**src/hw/rtl/gvsa_pkg.sv**
```systemverilog
// Shared types and constants for the generational voice slot allocator.
`timescale 1ns / 1ps

package gvsa_pkg;

    localparam int GEN_W   = 16;
    localparam int IDX_W   = 16;
    localparam int OWNER_W = 16;

    typedef enum logic [1:0] {
        MODE_ACQUIRE = 2'd0,
        MODE_RELEASE = 2'd1,
        MODE_QUERY   = 2'd2,
        MODE_NONE    = 2'd3
    } mode_t;

    typedef enum logic [2:0] {
        STAT_REUSED  = 3'd0,
        STAT_NEW     = 3'd1,
        STAT_NOFREE  = 3'd2,
        STAT_OK      = 3'd3,
        STAT_INVALID = 3'd4
    } status_t;

    typedef enum logic [2:0] {
        FSM_CLEAR,
        FSM_IDLE,
        FSM_EVAL,
        FSM_ALLOC,
        FSM_DONE
    } fsm_t;

    // One voice slot as held in the slot memory.
    typedef struct packed {
        logic [GEN_W-1:0]   gen;
        logic [OWNER_W-1:0] owner;
        logic               playing;
        logic               looping;
    } slot_t;

endpackage

```
**src/hw/rtl/gvsa_ram.sv**
```systemverilog
// Simple dual-port synchronous RAM, one write and one registered read port.
`timescale 1ns / 1ps

module gvsa_ram #(
    parameter int DEPTH = 64,
    parameter int WIDTH = 34,
    parameter int AW    = (DEPTH > 1) ? $clog2(DEPTH) : 1
) (
    input  logic             clk,
    input  logic             we,
    input  logic [AW-1:0]    waddr,
    input  logic [WIDTH-1:0] wdata,
    input  logic             re,
    input  logic [AW-1:0]    raddr,
    output logic [WIDTH-1:0] rdata
);

    logic [WIDTH-1:0] mem [DEPTH];

    always_ff @(posedge clk)
    begin
        if (we)
        begin
            mem[waddr] <= wdata;
        end
    end

    always_ff @(posedge clk)
    begin
        if (re)
        begin
            rdata <= mem[raddr];
        end
    end

endmodule

```
**src/hw/rtl/generational_voice_slot_allocator.sv**
```systemverilog
// Top level of the generational voice slot allocator.
`timescale 1ns / 1ps

// Hands out voice slots as 32-bit handles (generation in bits 31..16, slot
// index in 15..0). A handle is live when its index is below SLOTS, the slot
// is playing and the generations match. Slot state (generation, owner,
// playing, looping) sits in one synchronous RAM, free indices in a LIFO
// stack RAM with its fill count in a register. After reset the block runs a
// clearing pass (in_stall high) that zeroes every slot and loads the stack
// with 0..SLOTS-1. Requests are handled one at a time: each goes from
// accept through EVAL and DONE back to IDLE, and a fresh allocation also
// passes through ALLOC, because the popped index needs a second read of
// the slot RAM before its generation can be advanced. The result sits in
// an output register, so a new request is taken while a result still
// waits on out_stall; the block only holds off finishing the next one
// until that register is free.
module generational_voice_slot_allocator #(
    parameter int SLOTS = 64
) (
    input  logic        clk,
    input  logic        rst_n,
    input  logic        in_valid,
    output logic        in_stall,
    input  logic [1:0]  mode,
    input  logic [31:0] handle,
    input  logic [15:0] owner_id,
    input  logic        loop_flag,
    output logic        out_valid,
    input  logic        out_stall,
    output logic [2:0]  status,
    output logic [31:0] handle_out,
    output logic        playing,
    output logic        looping,
    output logic [15:0] slot_owner
);

    localparam int IW = (SLOTS > 1) ? $clog2(SLOTS) : 1;   // slot index bits
    localparam int CW = $clog2(SLOTS + 1);                  // free count bits
    localparam int SW = $bits(gvsa_pkg::slot_t);

    // FSM and control
    gvsa_pkg::fsm_t state_reg, state_next;
    logic [IW-1:0]  clr_reg, clr_next;
    logic [CW-1:0]  cnt_reg, cnt_next;
    logic [CW-1:0]  cnt_dec;

    // captured request
    logic [1:0]     mode_reg;
    logic [31:0]    hnd_reg;
    logic [15:0]    own_reg;
    logic           loop_reg;
    logic [IW-1:0]  pop_reg, pop_next;

    // staged result
    logic [2:0]     res_status_reg, res_status_next;
    logic [31:0]    res_handle_reg, res_handle_next;
    logic           res_play_reg, res_play_next;
    logic           res_loop_reg, res_loop_next;
    logic [15:0]    res_owner_reg, res_owner_next;

    // output register
    logic           out_valid_reg, out_valid_next;
    logic [2:0]     out_status_reg;
    logic [31:0]    out_handle_reg;
    logic           out_play_reg;
    logic           out_loop_reg;
    logic [15:0]    out_owner_reg;
    logic           out_load;

    // RAM ports
    logic           slot_we, slot_re;
    logic [IW-1:0]  slot_wa, slot_ra;
    gvsa_pkg::slot_t slot_wd, slot_rd;
    logic           stk_we, stk_re;
    logic [IW-1:0]  stk_wa, stk_ra, stk_wd, stk_rd;

    logic           accept;
    logic           in_range;
    logic           hnd_live;
    logic [IW-1:0]  hnd_idx;

    gvsa_ram #(
        .DEPTH (SLOTS),
        .WIDTH (SW),
        .AW    (IW)
    ) u_slot_ram (
        .clk   (clk),
        .we    (slot_we),
        .waddr (slot_wa),
        .wdata (slot_wd),
        .re    (slot_re),
        .raddr (slot_ra),
        .rdata (slot_rd)
    );

    gvsa_ram #(
        .DEPTH (SLOTS),
        .WIDTH (IW),
        .AW    (IW)
    ) u_free_stack (
        .clk   (clk),
        .we    (stk_we),
        .waddr (stk_wa),
        .wdata (stk_wd),
        .re    (stk_re),
        .raddr (stk_ra),
        .rdata (stk_rd)
    );

    assign in_stall = (state_reg != gvsa_pkg::FSM_IDLE);
    assign accept   = in_valid && !in_stall;
    assign cnt_dec  = cnt_reg - CW'(1);

    // liveness of the captured handle, checked against the slot just read
    assign hnd_idx  = hnd_reg[IW-1:0];
    assign in_range = ({1'b0, hnd_reg[15:0]} < 17'(SLOTS));
    assign hnd_live = in_range && slot_rd.playing && (slot_rd.gen == hnd_reg[31:16]);

    assign out_load = (state_reg == gvsa_pkg::FSM_DONE) && (!out_valid_reg || !out_stall);
    assign out_valid_next = out_load || (out_valid_reg && out_stall);

    always_comb
    begin
        state_next      = state_reg;
        clr_next        = clr_reg;
        cnt_next        = cnt_reg;
        pop_next        = pop_reg;
        res_status_next = res_status_reg;
        res_handle_next = res_handle_reg;
        res_play_next   = res_play_reg;
        res_loop_next   = res_loop_reg;
        res_owner_next  = res_owner_reg;

        slot_we = 1'b0;
        slot_wa = hnd_idx;
        slot_wd = slot_rd;
        slot_re = 1'b0;
        slot_ra = handle[IW-1:0];
        stk_we  = 1'b0;
        stk_wa  = cnt_reg[IW-1:0];
        stk_wd  = hnd_idx;
        stk_re  = 1'b0;
        stk_ra  = cnt_dec[IW-1:0];

        case (state_reg)
            gvsa_pkg::FSM_CLEAR:
            begin
                // zero one slot and seed one stack entry per cycle
                slot_we = 1'b1;
                slot_wa = clr_reg;
                slot_wd = '0;
                stk_we  = 1'b1;
                stk_wa  = clr_reg;
                stk_wd  = clr_reg;
                clr_next = clr_reg + IW'(1);
                if (clr_reg == IW'(SLOTS - 1))
                begin
                    state_next = gvsa_pkg::FSM_IDLE;
                end
            end

            gvsa_pkg::FSM_IDLE:
            begin
                // read the addressed slot and the stack top in parallel
                if (accept)
                begin
                    slot_re    = 1'b1;
                    stk_re     = 1'b1;
                    state_next = gvsa_pkg::FSM_EVAL;
                end
            end

            gvsa_pkg::FSM_EVAL:
            begin
                res_status_next = gvsa_pkg::STAT_INVALID;
                res_handle_next = '0;
                res_play_next   = 1'b0;
                res_loop_next   = 1'b0;
                res_owner_next  = '0;
                state_next      = gvsa_pkg::FSM_DONE;
                case (mode_reg)
                    gvsa_pkg::MODE_ACQUIRE:
                    begin
                        if (hnd_live)
                        begin
                            slot_we         = 1'b1;
                            slot_wd.playing = 1'b1;
                            slot_wd.looping = loop_reg;
                            res_status_next = gvsa_pkg::STAT_REUSED;
                            res_handle_next = {slot_rd.gen, 16'(hnd_idx)};
                            res_play_next   = 1'b1;
                            res_loop_next   = loop_reg;
                            res_owner_next  = slot_rd.owner;
                        end
                        else if (cnt_reg != '0)
                        begin
                            // pop, then fetch the popped slot's generation
                            cnt_next   = cnt_dec;
                            pop_next   = stk_rd;
                            slot_re    = 1'b1;
                            slot_ra    = stk_rd;
                            state_next = gvsa_pkg::FSM_ALLOC;
                        end
                        else
                        begin
                            res_status_next = gvsa_pkg::STAT_NOFREE;
                        end
                    end

                    gvsa_pkg::MODE_RELEASE:
                    begin
                        if (hnd_live)
                        begin
                            slot_we         = 1'b1;
                            slot_wd.playing = 1'b0;
                            if (cnt_reg < CW'(SLOTS))
                            begin
                                stk_we   = 1'b1;
                                cnt_next = cnt_reg + CW'(1);
                            end
                            res_status_next = gvsa_pkg::STAT_OK;
                            res_loop_next   = slot_rd.looping;
                            res_owner_next  = slot_rd.owner;
                        end
                    end

                    gvsa_pkg::MODE_QUERY:
                    begin
                        if (hnd_live)
                        begin
                            res_status_next = gvsa_pkg::STAT_OK;
                            res_play_next   = slot_rd.playing;
                            res_loop_next   = slot_rd.looping;
                            res_owner_next  = slot_rd.owner;
                        end
                    end

                    default:
                    begin
                        res_status_next = gvsa_pkg::STAT_INVALID;
                    end
                endcase
            end

            gvsa_pkg::FSM_ALLOC:
            begin
                slot_we         = 1'b1;
                slot_wa         = pop_reg;
                slot_wd.gen     = slot_rd.gen + 16'd1;
                slot_wd.owner   = own_reg;
                slot_wd.playing = 1'b1;
                slot_wd.looping = loop_reg;
                res_status_next = gvsa_pkg::STAT_NEW;
                res_handle_next = {slot_rd.gen + 16'd1, 16'(pop_reg)};
                res_play_next   = 1'b1;
                res_loop_next   = loop_reg;
                res_owner_next  = own_reg;
                state_next      = gvsa_pkg::FSM_DONE;
            end

            gvsa_pkg::FSM_DONE:
            begin
                if (out_load)
                begin
                    state_next = gvsa_pkg::FSM_IDLE;
                end
            end

            default:
            begin
                state_next = gvsa_pkg::FSM_IDLE;
            end
        endcase
    end

    always_ff @(posedge clk or negedge rst_n)
    begin
        if (!rst_n)
        begin
            state_reg     <= gvsa_pkg::FSM_CLEAR;
            clr_reg       <= '0;
            cnt_reg       <= CW'(SLOTS);
            out_valid_reg <= 1'b0;
        end
        else
        begin
            state_reg     <= state_next;
            clr_reg       <= clr_next;
            cnt_reg       <= cnt_next;
            out_valid_reg <= out_valid_next;
        end
    end

    // payload registers
    always_ff @(posedge clk)
    begin
        if (accept)
        begin
            mode_reg <= mode;
            hnd_reg  <= handle;
            own_reg  <= owner_id;
            loop_reg <= loop_flag;
        end
        pop_reg        <= pop_next;
        res_status_reg <= res_status_next;
        res_handle_reg <= res_handle_next;
        res_play_reg   <= res_play_next;
        res_loop_reg   <= res_loop_next;
        res_owner_reg  <= res_owner_next;
        if (out_load)
        begin
            out_status_reg <= res_status_reg;
            out_handle_reg <= res_handle_reg;
            out_play_reg   <= res_play_reg;
            out_loop_reg   <= res_loop_reg;
            out_owner_reg  <= res_owner_reg;
        end
    end

    assign out_valid  = out_valid_reg;
    assign status     = out_status_reg;
    assign handle_out = out_handle_reg;
    assign playing    = out_play_reg;
    assign looping    = out_loop_reg;
    assign slot_owner = out_owner_reg;

endmodule

```
**config.mk**
```make
export PLATFORM = sky130hd
export DESIGN_NAME = generational_voice_slot_allocator
export DESIGN_NICKNAME = d
export VERILOG_FILES = /design/src/hw/rtl/gvsa_pkg.sv /design/src/hw/rtl/gvsa_ram.sv /design/src/hw/rtl/generational_voice_slot_allocator.sv
export SDC_FILE = /design/constraint.sdc
export NUM_CORES = 2
export LEC_CHECK = 0
export BUFFER_PORTS_ARGS = -buffer_cell sky130_fd_sc_hd__buf_2
export CORE_ASPECT_RATIO = 1.5
export CORE_MARGIN = 1
export CORE_UTILIZATION = 42
export DETAILED_ROUTE_END_ITERATION = 6
export SYNTH_ARGS = -nofsm -noshare
export SYNTH_HDL_FRONTEND = slang
export SYNTH_SLANG_ARGS = --single-unit
export TNS_END_PERCENT = 10
```
**constraint.sdc**
```tcl
create_clock -name clk -period 13.4 [get_ports clk]
set_input_delay 1.34 -clock clk [delete_from_list [all_inputs] [get_ports clk]]
set_output_delay 1.34 -clock clk [all_outputs]
set_load 0.03 [all_outputs]
```
==> flow_summary.json <==
{
  "use_met1": 0.307,
  "p_leak_nw": 40.6,
  "regMostFlops": "u_slot_ram.mem",
  "start_util": 0.423,
  "drt-pass1-iter-count": 6,
  "ys_types": 76,
  "grt.total_usage": 0.243,
  "die-area_mm2": 0.261,
  "antenna_found_initial": 11,
  "path_class": "reg2reg",
  "die_h_um": 625,
  "synth_seq_area_share": 0.761,
  "detail_route.wl_per_cell_um": 30.1,
  "cp-start-kind": "flip-flop",
  "final_cells": 10800,
  "syn_area_mm2": 0.109,
  "post-route-drc-count": 0,
  "slew_headroom": 0.0331,
  "cts_root_buf": "clkbuf_16",
  "period_share": 0.543,
  "setup_ws_ps": 6120,
  "path_clk_slew_ps": 70,
  "syn_inst": 7058,
  "final_max_slew_viol_count": 0,
  "crit_required_ps": 13870,
  "drive_gt1_frac": 0.127,
  "die_x_um": 418,
  "io_pins": 110,
  "reg_top3": "u_slot_ram.mem: 2176 flops, u_free_stack.mem: 384 flops, u_slot_ram.rdata: 34 flops",
  "max_freq_ghz": 0.137,
  "cts_tree": "done",
  "end_kind": "flip-flop",
  "via_count": 64400,
  "largest_register_ffs": 2176,
  "worst_slew_pin_slew_ps": 1450,
  "final_nets": 7217,
  "hold_class": "in2async",
  "use_met2": 0.413,
  "drt_iter0_markers": 7728,
  "synth_warnings": 0,
  "synth_ff_type": "edfxtp_1",
  "grt_use_met3": 0.0369,
  "clock_skew_ps": 56.1,
  "mostFrequentLayoutCell": "edfxtp_1",
  "clock_sinks": 2760,
  "worstPathMaxFanout": 85,
  "ctsHtreeMaxLevel": 4,
  "clock_path_buffers": 4,
  "cts_resized": 0,
  "setup_tns_ps": 0,
  "critical_path_arrival_ps": 7750,
  "finalHoldViolations": 0,
  "port_buffers": 99,
  "num_rows": 228,
  "cts_buffers": 238,
  "fp.coreArea_mm2": 0.257,
  "wl_um": 325000,
  "clkLatencyLatePin_ps": 890,
  "grt_pass1_vias": 62000,
  "power.density_mw_per_mm2": 182,
  "crit_start": "cnt_reg[0]$_DFFE_PN0P_",
  "mostFrequentLayoutCells": "edfxtp_1, nand2_1, nand3_1, mux2i_1, a21oi_1",
  "grt_pass1_wl_um": 457000,
  "hold_ws_ps": 410,
  "fin_util": 0.473,
  "setup_viol": 0,
  "worstReg2RegStart": "cnt_reg[0]$_DFFE_PN0P_",
  "gp_congestion": 0.851,
  "vias_per_cell": 5.96,
  "grt_overflow": 0,
  "maxCapViolations": 0,
  "async_reset_ff_frac": 0.00616,
  "hpwlAfterDp_um": 179000,
  "status": "finished clean",
  "layout_min_cycle_time_ps": 7280,
  "dpl_worst_slack_ps": 6250,
  "hold_buffers": 0,
  "synth_edf_count": 2743,
  "grt_setup_unrepaired": "false",
  "ant_nets": 0,
  "ys_seq_elements": 2760,
  "post_cts_buffers": 0,
  "busiest_layer": "met2",
  "avgSynthCellArea_um2": 15.4,
  "syn2layout_area_growth_pct": 11.7,
  "peakVddDrop_mv": 0.161,
  "grt_max_degree": 131,
  "place_inst": 10400
}
==> final cells by class <==
| cell class | count | area (um^2) |
|---|---|---|
| clock buffers | 277 | 6220 |
| clock inverters | 152 | 1570 |
| flip-flops and latches | 2760 | 82800 |
| multi-input cells | 3853 | 24600 |
| fillers | 22100 | 136000 |
| repair buffers | 292 | 2050 |
| diodes | 4 | 10.0 |
| inverters | 9 | 33.8 |
| well taps | 3450 | 4320 |
==> layer usage <==
metal | vias to the layer above | part of all wire
met2 | 3422 | 0.49
met1 | 33100 | 0.37
li1 | 27100 | -
met3 | 731 | 0.085
met5 | - | 0.00019
met4 | 10 | 0.051
==> power by group <==
part           leakage (nW)  internal, W  switching, W
logic                  11.6     0.000521       0.00291
registers              25.2       0.0115      0.000220
clock network          3.79      0.00391       0.00313
total                  40.6       0.0159       0.00626
==> stage by stage <==
step	cell area, um^2	power [W]
after floorplan	109000	0.0135
after global placement	114000	0.0151
after detailed placement	114000	0.0153
after CTS	122000	0.0222
after global routing	122000	0.0227
final	122000	0.0222
==> cell usage after synthesis (6+ instances only) <==
library cell / count / area, um^2
nor3_1: 19 / 95.1
ha_1: 8 / 100
clkbuf_1: 190 / 713
and3_1: 100 / 626
nand4_1: 10 / 62.6
o221ai_1: 25 / 219
buf_2: 144 / 721
nor2_1: 176 / 661
buf_6: 19 / 214
mux2_2: 7 / 78.8
mux2i_1: 398 / 3980
dfrtp_1: 16 / 400
a21o_1: 24 / 180
inv_1: 9 / 33.8
buf_1: 37 / 139
a22o_1: 37 / 324
o22ai_1: 9 / 56.3
o31ai_1: 15 / 113
a32o_1: 12 / 120
a31oi_1: 41 / 257
a221oi_1: 71 / 622
edfxtp_1: 2743 / 82400
or3_1: 14 / 87.6
nand3_1: 526 / 2630
or4_1: 16 / 120
o311a_1: 10 / 100
o21ai_0: 77 / 385
o32ai_1: 14 / 123
buf_4: 52 / 390
a311oi_1: 38 / 333
mux4_2: 137 / 3090
a21oi_1: 245 / 1230
nand2_1: 1552 / 5830
nor4_1: 22 / 138
mux4_1: 6 / 158
a21boi_0: 9 / 67.6
a2111oi_0: 34 / 298
a32oi_1: 81 / 709
xnor2_1: 28 / 245
==> worst max-delay path, stage by stage, from the launching register on <==
cell       delay (ps)
dfrtp_4           700
inv_1             230
ha_4              230
or3b_1            260
o41a_1            200
nand2_1           120
a21oi_4           740
mux2_8            750
buf_4             570
nand2_1           380
buf_4             450
a21oi_1           200
a2111oi_0         100
or4_1             640
a221oi_1         1180
==> worst paths after layout <==
kind | to | slack [ps] | cells after the start
worst min register to register | slot_owner[3]$_DFFE_PP_ | 420 | 0
worst max register to register | u_slot_ram.rdata[1]$_DFFE_PP_ | 6120 | 14
worst max-delay path | u_slot_ram.rdata[1]$_DFFE_PP_ | 6120 | 14
worst min-delay path | out_valid$_DFF_PN0_ | 410 | 1
min in group clk | slot_owner[3]$_DFFE_PP_ | 420 | 0
max in group asynchronous | cnt_reg[0]$_DFFE_PN0P_ | 12630 | 1
==> kinds of logic after synthesis <==
family	count (synthesis)	share of synthesized area
multiplexers	552	0.0677
other	1	0.0000345
AND/OR/NAND/NOR	2470	0.0966
adder cells (fa/ha/maj)	8	0.000920
AO/OA/AOI/OAI	780	0.0504
buffers and inverters	454	0.0208
flip-flops	2760	0.761
XOR/XNOR	33	0.00266
Power figures use the tool's default switching activity.
